<file path="src/hdl/sorted_key_table_defines.svh">
// Assertion macros for the sorted key table.
`ifndef SORTED_KEY_TABLE_DEFINES_SVH
`define SORTED_KEY_TABLE_DEFINES_SVH

// same-cycle implication, sampled on clk, off while arst_n is low
`define SKT_ASSERT_NOW(label, pre, post, msg) \
	label: assert property (@(posedge clk) disable iff (!arst_n) (pre) |-> (post)) \
		else $error(msg);

// next-cycle implication
`define SKT_ASSERT_NXT(label, pre, post, msg) \
	label: assert property (@(posedge clk) disable iff (!arst_n) (pre) |=> (post)) \
		else $error(msg);

`endif

</file>
<file path="src/hdl/skt_pkg.sv">
// Shared sizes and codes for the sorted key table.
package skt_pkg;

	localparam int DEPTH        = 16;
	localparam int HANDLE_WIDTH = 16;
	localparam int KEY_W        = 32;
	localparam int PAYLOAD_W    = 16;
	localparam int FUNC_W       = 3;
	localparam int INDEX_W      = 4;
	localparam int STATUS_W     = 2;
	localparam int COUNT_W      = 5;
	localparam int ADDR_W       = $clog2(DEPTH);
	localparam int ENTRY_W      = KEY_W + HANDLE_WIDTH;

	localparam logic [FUNC_W-1:0] FN_INSERT   = 3'd0;
	localparam logic [FUNC_W-1:0] FN_REM_KEY  = 3'd1;
	localparam logic [FUNC_W-1:0] FN_CONTAINS = 3'd2;
	localparam logic [FUNC_W-1:0] FN_READ_IDX = 3'd3;
	localparam logic [FUNC_W-1:0] FN_REM_IDX  = 3'd4;

	localparam logic [STATUS_W-1:0] RS_OK        = 2'd0;
	localparam logic [STATUS_W-1:0] RS_NOT_FOUND = 2'd1;
	localparam logic [STATUS_W-1:0] RS_BAD_INDEX = 2'd2;
	localparam logic [STATUS_W-1:0] RS_FULL      = 2'd3;

endpackage

</file>
<file path="src/hdl/sorted_key_table.sv">
// Sorted key table: top level with the RAM walk sequencer.
// A bad index, full table, empty-table search or unused code goes straight to the result;
// insert shifts entries up from the top; key search scans upward, read by index reads
// the entry directly, and removal then shifts the entries above it down.
// One word at a time: the request side stalls until the result is loaded into the output
// register, so a new word is taken only after the last one is done.
// Reset clears the entry count and the control state; the RAM contents are not cleared.
`include "sorted_key_table_defines.svh"

module sorted_key_table (
	input  logic                              clk,
	input  logic                              arst_n,
	input  logic                              req_valid,
	output logic                              req_stall,
	input  logic [skt_pkg::FUNC_W-1:0]        func,
	input  logic signed [skt_pkg::KEY_W-1:0]  key,
	input  logic [skt_pkg::PAYLOAD_W-1:0]     payload,
	input  logic [skt_pkg::INDEX_W-1:0]       index,
	output logic                              rsp_valid,
	input  logic                              rsp_stall,
	output logic [skt_pkg::STATUS_W-1:0]      status,
	output logic signed [skt_pkg::KEY_W-1:0]  found_key,
	output logic [skt_pkg::PAYLOAD_W-1:0]     found_payload,
	output logic [skt_pkg::COUNT_W-1:0]       entry_count
);

	import skt_pkg::*;

	typedef enum logic [5:0] {
		ST_IDLE  = 6'b000001,
		ST_INS   = 6'b000010,
		ST_SCAN  = 6'b000100,
		ST_RDIX  = 6'b001000,
		ST_SHIFT = 6'b010000,
		ST_FIN   = 6'b100000
	} state_t;

	state_t state_q, state_d;

	logic [COUNT_W-1:0]      count_q;
	logic [COUNT_W-1:0]      ptr_q, ptr_d;
	logic [FUNC_W-1:0]       func_q;
	logic signed [KEY_W-1:0] key_q;
	logic [HANDLE_WIDTH-1:0] handle_q;

	logic [STATUS_W-1:0]     res_status_q, res_status_d;
	logic signed [KEY_W-1:0] res_key_q, res_key_d;
	logic [HANDLE_WIDTH-1:0] res_handle_q, res_handle_d;
	logic                    res_ld;

	logic                    rsp_valid_q;
	logic [STATUS_W-1:0]     rsp_status_q;
	logic signed [KEY_W-1:0] rsp_key_q;
	logic [PAYLOAD_W-1:0]    rsp_payload_q;
	logic [COUNT_W-1:0]      rsp_count_q;

	logic                    ram_wr_en, ram_rd_en;
	logic [ADDR_W-1:0]       ram_wr_addr, ram_rd_addr;
	logic [ENTRY_W-1:0]      ram_wr_data, ram_rd_data;

	logic signed [KEY_W-1:0] rd_key;
	logic [HANDLE_WIDTH-1:0] rd_handle;
	logic [ENTRY_W-1:0]      new_entry;
	logic [COUNT_W-1:0]      ptr_m1, ptr_m2, ptr_p1, ptr_p2, count_after;
	logic                    req_take, rsp_load, ins_shift;

	skt_ram #(
		.WIDTH (ENTRY_W),
		.DEPTH (DEPTH)
	) u_ram (
		.clk     (clk),
		.wr_en   (ram_wr_en),
		.wr_addr (ram_wr_addr),
		.wr_data (ram_wr_data),
		.rd_en   (ram_rd_en),
		.rd_addr (ram_rd_addr),
		.rd_data (ram_rd_data)
	);

	assign rd_key    = ram_rd_data[ENTRY_W-1 -: KEY_W];
	assign rd_handle = ram_rd_data[HANDLE_WIDTH-1:0];
	assign new_entry = {key_q, handle_q};

	assign ptr_m1 = ptr_q - COUNT_W'(1);
	assign ptr_m2 = ptr_q - COUNT_W'(2);
	assign ptr_p1 = ptr_q + COUNT_W'(1);
	assign ptr_p2 = ptr_q + COUNT_W'(2);

	assign req_stall = (state_q != ST_IDLE);
	assign req_take  = req_valid && (state_q == ST_IDLE);
	assign rsp_load  = (state_q == ST_FIN) && (!rsp_valid_q || !rsp_stall);

	// entry below the insert point moves up unless it is smaller, or it is
	// the first entry and equals the new key (new word then lands after it)
	assign ins_shift = !(rd_key < key_q) && !((ptr_q == COUNT_W'(1)) && (rd_key == key_q));

	always_comb begin
		count_after = count_q;
		if (res_status_q == RS_OK) begin
			case (func_q)
				FN_INSERT:              count_after = count_q + COUNT_W'(1);
				FN_REM_KEY, FN_REM_IDX: count_after = count_q - COUNT_W'(1);
				default:                count_after = count_q;
			endcase
		end
	end

	always_comb begin
		state_d      = state_q;
		ptr_d        = ptr_q;
		res_ld       = 1'b0;
		res_status_d = res_status_q;
		res_key_d    = res_key_q;
		res_handle_d = res_handle_q;
		ram_rd_en    = 1'b0;
		ram_rd_addr  = '0;
		ram_wr_en    = 1'b0;
		ram_wr_addr  = '0;
		ram_wr_data  = ram_rd_data;

		case (state_q)
			ST_IDLE: begin
				if (req_valid) begin
					res_ld       = 1'b1;
					res_status_d = RS_OK;
					res_key_d    = '0;
					res_handle_d = '0;
					state_d      = ST_FIN;
					case (func)
						FN_INSERT: begin
							if (count_q == COUNT_W'(DEPTH)) begin
								res_status_d = RS_FULL;
							end else begin
								ptr_d       = count_q;
								ram_rd_en   = (count_q != '0);
								ram_rd_addr = ADDR_W'(count_q - COUNT_W'(1));
								state_d     = ST_INS;
							end
						end
						FN_REM_KEY, FN_CONTAINS: begin
							if (count_q == '0) begin
								res_status_d = RS_NOT_FOUND;
							end else begin
								ptr_d       = '0;
								ram_rd_en   = 1'b1;
								ram_rd_addr = '0;
								state_d     = ST_SCAN;
							end
						end
						FN_READ_IDX, FN_REM_IDX: begin
							if (32'(index) >= 32'(count_q)) begin
								res_status_d = RS_BAD_INDEX;
							end else begin
								ptr_d       = COUNT_W'(index);
								ram_rd_en   = 1'b1;
								ram_rd_addr = ADDR_W'(index);
								state_d     = ST_RDIX;
							end
						end
						default: begin
							state_d = ST_FIN;
						end
					endcase
				end
			end
			ST_INS: begin
				ram_wr_en   = 1'b1;
				ram_wr_addr = ADDR_W'(ptr_q);
				if (ptr_q != '0 && ins_shift) begin
					ram_wr_data = ram_rd_data;
					ptr_d       = ptr_m1;
					ram_rd_en   = (ptr_m1 != '0);
					ram_rd_addr = ADDR_W'(ptr_m2);
				end else begin
					ram_wr_data = new_entry;
					state_d     = ST_FIN;
				end
			end
			ST_SCAN: begin
				if (rd_key == key_q) begin
					if (func_q == FN_REM_KEY) begin
						res_ld       = 1'b1;
						res_key_d    = rd_key;
						res_handle_d = rd_handle;
						if (ptr_p1 < count_q) begin
							ram_rd_en   = 1'b1;
							ram_rd_addr = ADDR_W'(ptr_p1);
							state_d     = ST_SHIFT;
						end else begin
							state_d = ST_FIN;
						end
					end else begin
						state_d = ST_FIN;
					end
				end else if (ptr_p1 == count_q) begin
					res_ld       = 1'b1;
					res_status_d = RS_NOT_FOUND;
					state_d      = ST_FIN;
				end else begin
					ptr_d       = ptr_p1;
					ram_rd_en   = 1'b1;
					ram_rd_addr = ADDR_W'(ptr_p1);
				end
			end
			ST_RDIX: begin
				res_ld       = 1'b1;
				res_key_d    = rd_key;
				res_handle_d = rd_handle;
				if (func_q == FN_REM_IDX && ptr_p1 < count_q) begin
					ram_rd_en   = 1'b1;
					ram_rd_addr = ADDR_W'(ptr_p1);
					state_d     = ST_SHIFT;
				end else begin
					state_d = ST_FIN;
				end
			end
			ST_SHIFT: begin
				// close the gap: entry at ptr+1 moves down to ptr
				ram_wr_en   = 1'b1;
				ram_wr_addr = ADDR_W'(ptr_q);
				ram_wr_data = ram_rd_data;
				ptr_d       = ptr_p1;
				if (ptr_p2 < count_q) begin
					ram_rd_en   = 1'b1;
					ram_rd_addr = ADDR_W'(ptr_p2);
				end else begin
					state_d = ST_FIN;
				end
			end
			ST_FIN: begin
				if (rsp_load) begin
					state_d = ST_IDLE;
				end
			end
			default: begin
				state_d = ST_IDLE;
			end
		endcase
	end

	always_ff @(posedge clk or negedge arst_n) begin
		if (!arst_n) begin
			state_q     <= ST_IDLE;
			count_q     <= '0;
			rsp_valid_q <= 1'b0;
		end else begin
			state_q <= state_d;
			if (rsp_load) begin
				count_q     <= count_after;
				rsp_valid_q <= 1'b1;
			end else if (!rsp_stall) begin
				rsp_valid_q <= 1'b0;
			end
		end
	end

	always_ff @(posedge clk) begin
		ptr_q <= ptr_d;
		if (req_take) begin
			func_q   <= func;
			key_q    <= key;
			handle_q <= payload[HANDLE_WIDTH-1:0];
		end
		if (res_ld) begin
			res_status_q <= res_status_d;
			res_key_q    <= res_key_d;
			res_handle_q <= res_handle_d;
		end
		if (rsp_load) begin
			rsp_status_q  <= res_status_q;
			rsp_key_q     <= res_key_q;
			rsp_payload_q <= PAYLOAD_W'(res_handle_q);
			rsp_count_q   <= count_after;
		end
	end

	assign rsp_valid     = rsp_valid_q;
	assign status        = rsp_status_q;
	assign found_key     = rsp_key_q;
	assign found_payload = rsp_payload_q;
	assign entry_count   = rsp_count_q;

	`SKT_ASSERT_NOW(a_count_bound, 1'b1, count_q <= COUNT_W'(DEPTH), "entry count beyond depth")
	`SKT_ASSERT_NOW(a_full_count, rsp_valid_q && rsp_status_q == RS_FULL,
		rsp_count_q == COUNT_W'(DEPTH), "full status with table not full")
	`SKT_ASSERT_NXT(a_busy_after_take, req_take, state_q != ST_IDLE,
		"sequencer idle right after taking a word")

endmodule

</file>
<file path="src/hdl/skt_ram.sv">
// Generic single-write, single-read RAM with registered read data.
module skt_ram #(
	parameter int WIDTH = 8,
	parameter int DEPTH = 16
) (
	input  logic                     clk,
	input  logic                     wr_en,
	input  logic [$clog2(DEPTH)-1:0] wr_addr,
	input  logic [WIDTH-1:0]         wr_data,
	input  logic                     rd_en,
	input  logic [$clog2(DEPTH)-1:0] rd_addr,
	output logic [WIDTH-1:0]         rd_data
);

	logic [WIDTH-1:0] mem_q [DEPTH];
	logic [WIDTH-1:0] rd_data_q;

	always_ff @(posedge clk) begin
		if (wr_en) begin
			mem_q[wr_addr] <= wr_data;
		end
		if (rd_en) begin
			rd_data_q <= mem_q[rd_addr];
		end
	end

	assign rd_data = rd_data_q;

endmodule
</file>
<file path="config.mk">
export PLATFORM = sky130hd
export DESIGN_NAME = sorted_key_table
export DESIGN_NICKNAME = d
export VERILOG_FILES = /design/src/hdl/skt_pkg.sv /design/src/hdl/sorted_key_table.sv /design/src/hdl/skt_ram.sv
export VERILOG_INCLUDE_DIRS = /design/src /design/src/hdl
export SDC_FILE = /design/constraint.sdc
export NUM_CORES = 1
export LEC_CHECK = 0
export BUFFER_PORTS_ARGS = -buffer_cell sky130_fd_sc_hd__buf_2
export CELL_PAD_IN_SITES_DETAIL_PLACEMENT = 1
export CELL_PAD_IN_SITES_GLOBAL_PLACEMENT = 2
export CORE_MARGIN = 8
export CORE_UTILIZATION = 44
export CTS_CLUSTER_DIAMETER = 100
export CTS_CLUSTER_SIZE = 14
export DETAILED_ROUTE_END_ITERATION = 7
export HOLD_SLACK_MARGIN = 0.15
export PLACE_DENSITY_LB_ADDON = 0.25
export SETUP_SLACK_MARGIN = 0.4
export SLEW_MARGIN = 25
export SYNTH_ARGS = -nofsm -noshare
export SYNTH_HDL_FRONTEND = slang
export SYNTH_HIERARCHICAL = 1
export SYNTH_SLANG_ARGS = --single-unit
</file>
<file path="constraint.sdc">
create_clock -name clk -period 5.98 [get_ports clk]
set_clock_uncertainty 0.1 [all_clocks]
set_input_delay 1.196 -clock clk [delete_from_list [all_inputs] [get_ports clk]]
set_output_delay 1.196 -clock clk [all_outputs]
set_load 0.02 [all_outputs]
</file>
==> out/results.ini, run 1 <==
[placed_design]
io_buffers=115
dp.cells=3158
dp_slack_ns=0.838
dp_hpwl_mm=52.3
place_congestion=0.774

[clock_tree]
clk_latency_ns=0.64
cts_tree=yes
clockBufferDepth=3
numCtsBuffers=81
cts_setup_buffers=0
cts.clk_slew.worst_paths_ns=0.07
cts_sinks=989
cts_hold_buf=0
post_cts_resized=0
htreeDepth=3
clockRootBuffer=clkbuf_16

[pwr]
power.share.combinational_pct=14.4
vdd_drop_max_mv=0.227
clkPwrFrac_pct=30.7
sw_frac_of_total_pct=26.0
seqPwrFrac_pct=54.9
leakagePower_nw=13.7
power_density_mw_per_mm2=363
intPower_mw=11.7
p_switching_mw=4.11

[timing]
min_period_ns=5.01
tightest_slew_ns=1.09
fmax_ghz=0.200
hold_viol=0
setup_ws_ns=0.969
setup_viol=0
rsz0062_at_grt=false
period_share_pct=83.8
drv_slew=0
fin_tns_setup_ns=0
fin_hold_ws_ns=0.315
max_slew_margin_pct=27.5

[setup_path]
criticalPathCategory=reg2reg
worstPathRequired_ns=6.26
cp-end-kind=flop
cp.arrival_ns=5.29
startpoint_type=flop
path_max_fanout=26

[logic_synthesis]
synthesis.area_mm2=0.0388
synth_top_flop_cell=edfxtp_1
synth_cell_type_count=69
synth_enable_flop_cells=977
synth_cells=1912
syn_area_per_cell_um2=20.3
ys_ff_latch=989
async_reset_ff_share_pct=1.21
syn_nets=2027
synth-seq-area-share_pct=76.3
synth_warnings=6

[final_layout]
n_antenna_cell=0
drive_above_1_share_pct=25.3
area_growth_pct=12.3
nNetsFinal=2194
post-route-util_pct=49.6
n_fill_cell=7840
instances_no_fill=3269

[floorplanning]
core_area_mm2=0.0880
die_h_um=313
fp.dieW_um=313
io_pins=116
initial_core_util_pct=44.2
dieArea_mm2=0.0980
rows=109

[run]
cap_violations=0

[detailed_routing]
vias_per_cell=5.85
drt-initial-drc-count=1728
firstDrtPassIters=5
wirelength_mm=95.7
drc=0
wl_per_cell_um=29.3
vias=19100
drtAntennaViolNets=0

[grt]
grt_pass1_wl_mm=140
antenna_found_initial=1
gr-total-overflow=0
grt_max_degree=54
grt_pass1_vias=20600
grt_usage_pct=19.3

[worst_hold_path]
hold_class=reg2reg

[run_status]
outcome=completed

-- synthesized netlist by cell type, types with 22 or more instances --
master	n	area share [%]
edfxtp_1	977	76
mux4_2	192	11
a22oi_1	96	1.9
nand2_1	80	0.77
ha_1	56	1.8
nor2b_1	51	0.82
clkbuf_1	50	0.48
inv_1	50	0.48
mux2_2	40	1.2
nor2_1	39	0.38
a21oi_1	35	0.45
o21ai_0	22	0.28
-- path summary, 6_finish.rpt --
check / startpoint / end / slack (ns) / depth (start not counted)
min in group asynchronous: arst_n / rsp_valid / 0.36 / 1
max in group asynchronous: arst_n / state_q[0] / 5.12 / 1
worst max register to register: u_ram/rd_data[47] / u_ram/rd_data[7] / 0.97 / 14
worst min-delay path: res_key_q[2] / found_key[2] / 0.32 / 0
worst min register to register: res_key_q[2] / found_key[2] / 0.32 / 0
worst max-delay path: u_ram/rd_data[47] / u_ram/rd_data[7] / 0.97 / 14
-- registers in the layout, summed over array words and instances (netlist names), 6 cells and up --
signal,flops
found_payload,16
u_ram/rd_data,48
handle_q,16
state_q,6
res_handle_q,16
found_key,32
key_q,32
res_key_q,32
u_ram/mem_q,768
-- placed cells by master (no fill, tap or decap), drive strengths merged, types with 22 or more instances in the layout --
cell    count
edfxtp    977
mux4      192
buf       174
clkbuf     97
a22oi      96
nand2      80
inv        58
ha         56
nor2b      51
mux2       49
nor2       39
a21oi      35
o21ai      22
-- routing by layer --
layer / global-route usage [%] / wire, um
met4: 4.85 / 1830
met3: 2.71 / 4850
met2: 32.8 / 47700
met1: 26.4 / 41300
met5: 0 / 0
-- area by class of cell --
cell class                 instances  area, um2  share of cell area [%]
clock buffer                      97       2090                    4.78
clock inverter                    11        124                   0.284
inverter                          50        188                   0.430
multi-input combinational        783       8760                    20.1
sequential                       989      29600                    67.9
tap                             1165       1460                    3.34
timing repair buffer             174       1360                    3.13
-- cell families after synthesis --
kind of cell	synth area share, %
XOR/XNOR	0.428
AND/OR/NAND/NOR	3.36
buffers and inverters	1.63
AO/OA/AOI/OAI	3.82
flip-flops	76.3
multiplexers	12.6
adder cells (fa/ha/maj)	1.83
-- worst max-delay path: stages (launching register included) --
cell and delay (ns):
edfxtp_1 0.42, ha_1 0.42, nand4_1 0.24, or2_2 0.44
a211oi_1 0.62, nor4b_1 0.25, a21boi_0 0.20, mux2i_1 0.18
o211ai_1 0.28, buf_12 0.21, buf_12 0.26, buf_4 0.29
mux4_2 0.54, a22oi_1 0.19, nand2_1 0.08
-- stage by stage --
stage / area (um2) / power, mW
after global placement: 41300 / 11.1
after floorplan: 38900 / 10.2
after global routing: 43600 / 16.4
after CTS: 43600 / 16.0
after detailed placement: 41300 / 11.2
final: 43600 / 15.8
-- power by group through the flow --
stage / sequential, mW / combinational (mW) / clock [mW]
after floorplan: 8.77 / 1.43 / 0
after global placement: 8.83 / 2.23 / 0
after detailed placement: 8.84 / 2.31 / 0
after CTS: 8.70 / 2.32 / 5.00
after global routing: 8.73 / 2.51 / 5.20
final: 8.69 / 2.28 / 4.86
No activity file was read; power rests on OpenSTA's default activity.
==> run 2, diff against run 1 <==
- ABC_AREA: not set -> 1
- CORE_UTILIZATION: 44 -> 42
- clock period: 5.98 -> 4.7 ns (I/O delays scaled with it)
==> out/results.ini, run 2 <==
[run_status]
outcome=completed

[placed_design]
io_buffers=115
placed_cell_area_mm2=0.0457
place_congestion=0.788
dp_hpwl_mm=67.4

[clock_tree]
clockRootBuffer=clkbuf_16
cts.clk_slew.worst_paths_ns=0.07
cts_tree=yes
cts_sinks=989
numCtsBuffers=80
clockBufferDepth=3
htreeDepth=3
clk_latency_ns=0.67

[timing]
max_slew_margin_pct=34.1
tightest_slew_ns=0.984
hold_viol=0
rsz0062_at_grt=false
fin_tns_setup_ns=0
fmax_ghz=0.241
setup_viol=0
drv_slew=0
min_period_ns=4.15
period_share_pct=88.3

[setup_path]
worstPathRequired_ns=5.02
path_max_fanout=13
worstReg2RegStart=ptr_q[0]
startpoint_type=flop
setup.worst_path.start=ptr_q[0]
cp-end-kind=flop
cp.arrival_ns=4.47
criticalPathCategory=reg2reg

[final_layout]
area_growth_pct=13.8
final_cell_mix=1145 x nand2_1, 977 x edfxtp_1, 728 x inv_1
drive_above_1_share_pct=10.3
largest_reg_flops=768
post-route-cell-area_mm2=0.0490
nNetsFinal=4288
final_common_cell=nand2_1
largest-register=u_ram/mem_q

[logic_synthesis]
synth_top_cell_by_area=edfxtp_1
synth_area_leaders=edfxtp_1 68%, nand2_1 10%, nand3_1 6.9%, inv_1 6.4%, ha_1 1.6%
synth_cell_type_count=47
ys_ff_latch=989
synth_compound_area_share_pct=1.74
synth_warnings=6
yosys-top-cells-count=1148 x nand2_1, 977 x edfxtp_1, 732 x inv_1
syn_area_per_cell_um2=10.8
synth-seq-area-share_pct=68.8
async_reset_ff_share_pct=1.21
synth_cells=3997
yosys.area_share.simple_pct=18.6
synthMuxAreaShare_pct=0
synth.most_common_cell=nand2_1
netlist.area_leader.share_pct=68.1
synth_enable_flop_cells=977
synthesis.area_mm2=0.0431
synth_top_flop_cell=edfxtp_1
synth_xor_area_share_pct=0.224
synth_fa_ha_area_share_pct=1.63
syn_nets=4112
synth_top_family_by_area=simple AND/OR/NAND/NOR gates

[detailed_routing]
drt-initial-drc-count=2131
met2_length_mm=62.5
m1WireLength_mm=58.2
vias=29100
drc=0
drtAntennaViolNets=0
highest_layer=met4
vias_per_cell=5.23
wl_per_cell_um=23.6
met3_wirelength_mm=6.81
firstDrtPassIters=5
wirelength_mm=131

[grt]
gr-total-overflow=0
antenna_found_initial=3
grt_usage_pct=21.5
grt_pass1_vias=29700
grt_pass1_wl_mm=184
grt_max_degree=102

[floorplanning]
dieArea_mm2=0.113
die_h_um=336
rows=117
io_pins=116
initial_core_util_pct=42.3
core_area_mm2=0.102
fp.dieW_um=336

[pwr]
power_density_mw_per_mm2=471
seqPwrFrac_pct=49.1
vdd_drop_max_mv=0.260
power.share.combinational_pct=23.8
clkPwrFrac_pct=27.1
sw_frac_of_total_pct=31.1
intPower_mw=15.9
leakagePower_nw=20.5
p_switching_mw=7.19

[worst_hold_path]
hold_class=reg2reg
hold_start=res_key_q[26]

[run]
cap_violations=0

run 2: final cells by class:
| class | instances | area [um2] |
|---|---|---|
| fillers | 10900 | 52700 |
| flip-flops and latches | 989 | 29600 |
| multi-input cells | 2097 | 9830 |
| repair buffers | 270 | 2830 |
| inverters | 735 | 2810 |
| clock buffers | 92 | 2150 |
| well taps | 1368 | 1710 |
| clock inverters | 3 | 28.8 |
| diodes | 1 | 2.50 |
run 2: worst max-delay path, cell delays in order, from the launching register on:
cell and delay, ns:
edfxtp_1 0.45, buf_4 0.21, inv_1 0.20, ha_1 0.35, ha_1 0.33, nand2_1 0.05, nor3_1 0.29, nor2_1 0.09
nand2_1 0.12, nand3b_1 0.18, a22oi_2 0.26, nand2_4 0.17, buf_12 0.17, buf_12 0.13, clkbuf_16 0.17, buf_6 0.17
nand2_1 0.07, nand2_1 0.06, nand2_1 0.07, nand3_1 0.08, nand3_1 0.11, nand2_1 0.06
run 2: timing repair:
item                                   CTS  global route
setup buffers                            0            18
gates resized for setup                  4            44
setup endpoints to repair              146           189
hold buffers                             1             0
gates cloned                             0            27
endpoints found under the hold margin   11             0
pin swaps                                0             9
run 2: per-layer routing:
metal / up-vias / GRT usage [%]
li1: 13300 / -
met1: 14800 / 28.8
met2: 790 / 36.7
met3: 192 / 2.75
met4: 0 / 6.12
met5: - / 0
run 2: kinds of logic (layout without fill, tap and decap cells):
group / count (synthesis) / count (layout)
AO/OA/AOI/OAI: 122 / 122
XOR/XNOR: 11 / 11
adder cells (fa/ha/maj): 56 / 56
buffers and inverters: 911 / 1100
flip-flops: 989 / 989
other: 0 / 1
AND/OR/NAND/NOR: 1908 / 1908
run 2: power groups by stage:
| stage | Clock [mW] | Combinational [mW] | Sequential (mW) |
|---|---|---|---|
| 2_1_floorplan | 0 | 3.01 | 11.6 |
| 3_3_place_gp | 0 | 4.95 | 11.5 |
| 3_5_place_dp | 0 | 5.02 | 11.5 |
| 4_1_cts | 6.44 | 5.05 | 11.3 |
| 5_1_grt | 6.69 | 6.01 | 11.4 |
| 6_report | 6.26 | 5.48 | 11.3 |
run 2: per-stage QoR:
stage / worst slack (ns) / hold slack [ns] / total power [mW] / utilization, % / std cells
global route: 0.352 / 0.312 / 24.1 / 48.2 / 5554
global placement: 0.332 / 0.300 / 16.5 / 45.0 / 5413
CTS: 0.423 / 0.297 / 22.8 / 47.1 / 5509
finish: 0.549 / 0.313 / 23.1 / 48.2 / 5555
detailed placement: 0.288 / 0.305 / 16.6 / 45.0 / 5413
floorplan: 0.427 / 0.300 / 14.6 / - / 3997
run 2: worst paths after layout:
| path | endpoint | cells after the start | slack, ns |
|---|---|---|---|
| hold / removal | found_key[26] | 0 | 0.31 |
| setup / recovery | u_ram/rd_data[3] | 21 | 0.55 |
| setup reg to reg | u_ram/rd_data[3] | 21 | 0.55 |
| hold reg to reg | found_key[26] | 0 | 0.31 |
| max in group asynchronous | state_q[0] | 2 | 3.61 |
| min in group asynchronous | count_q[4] | 2 | 0.60 |
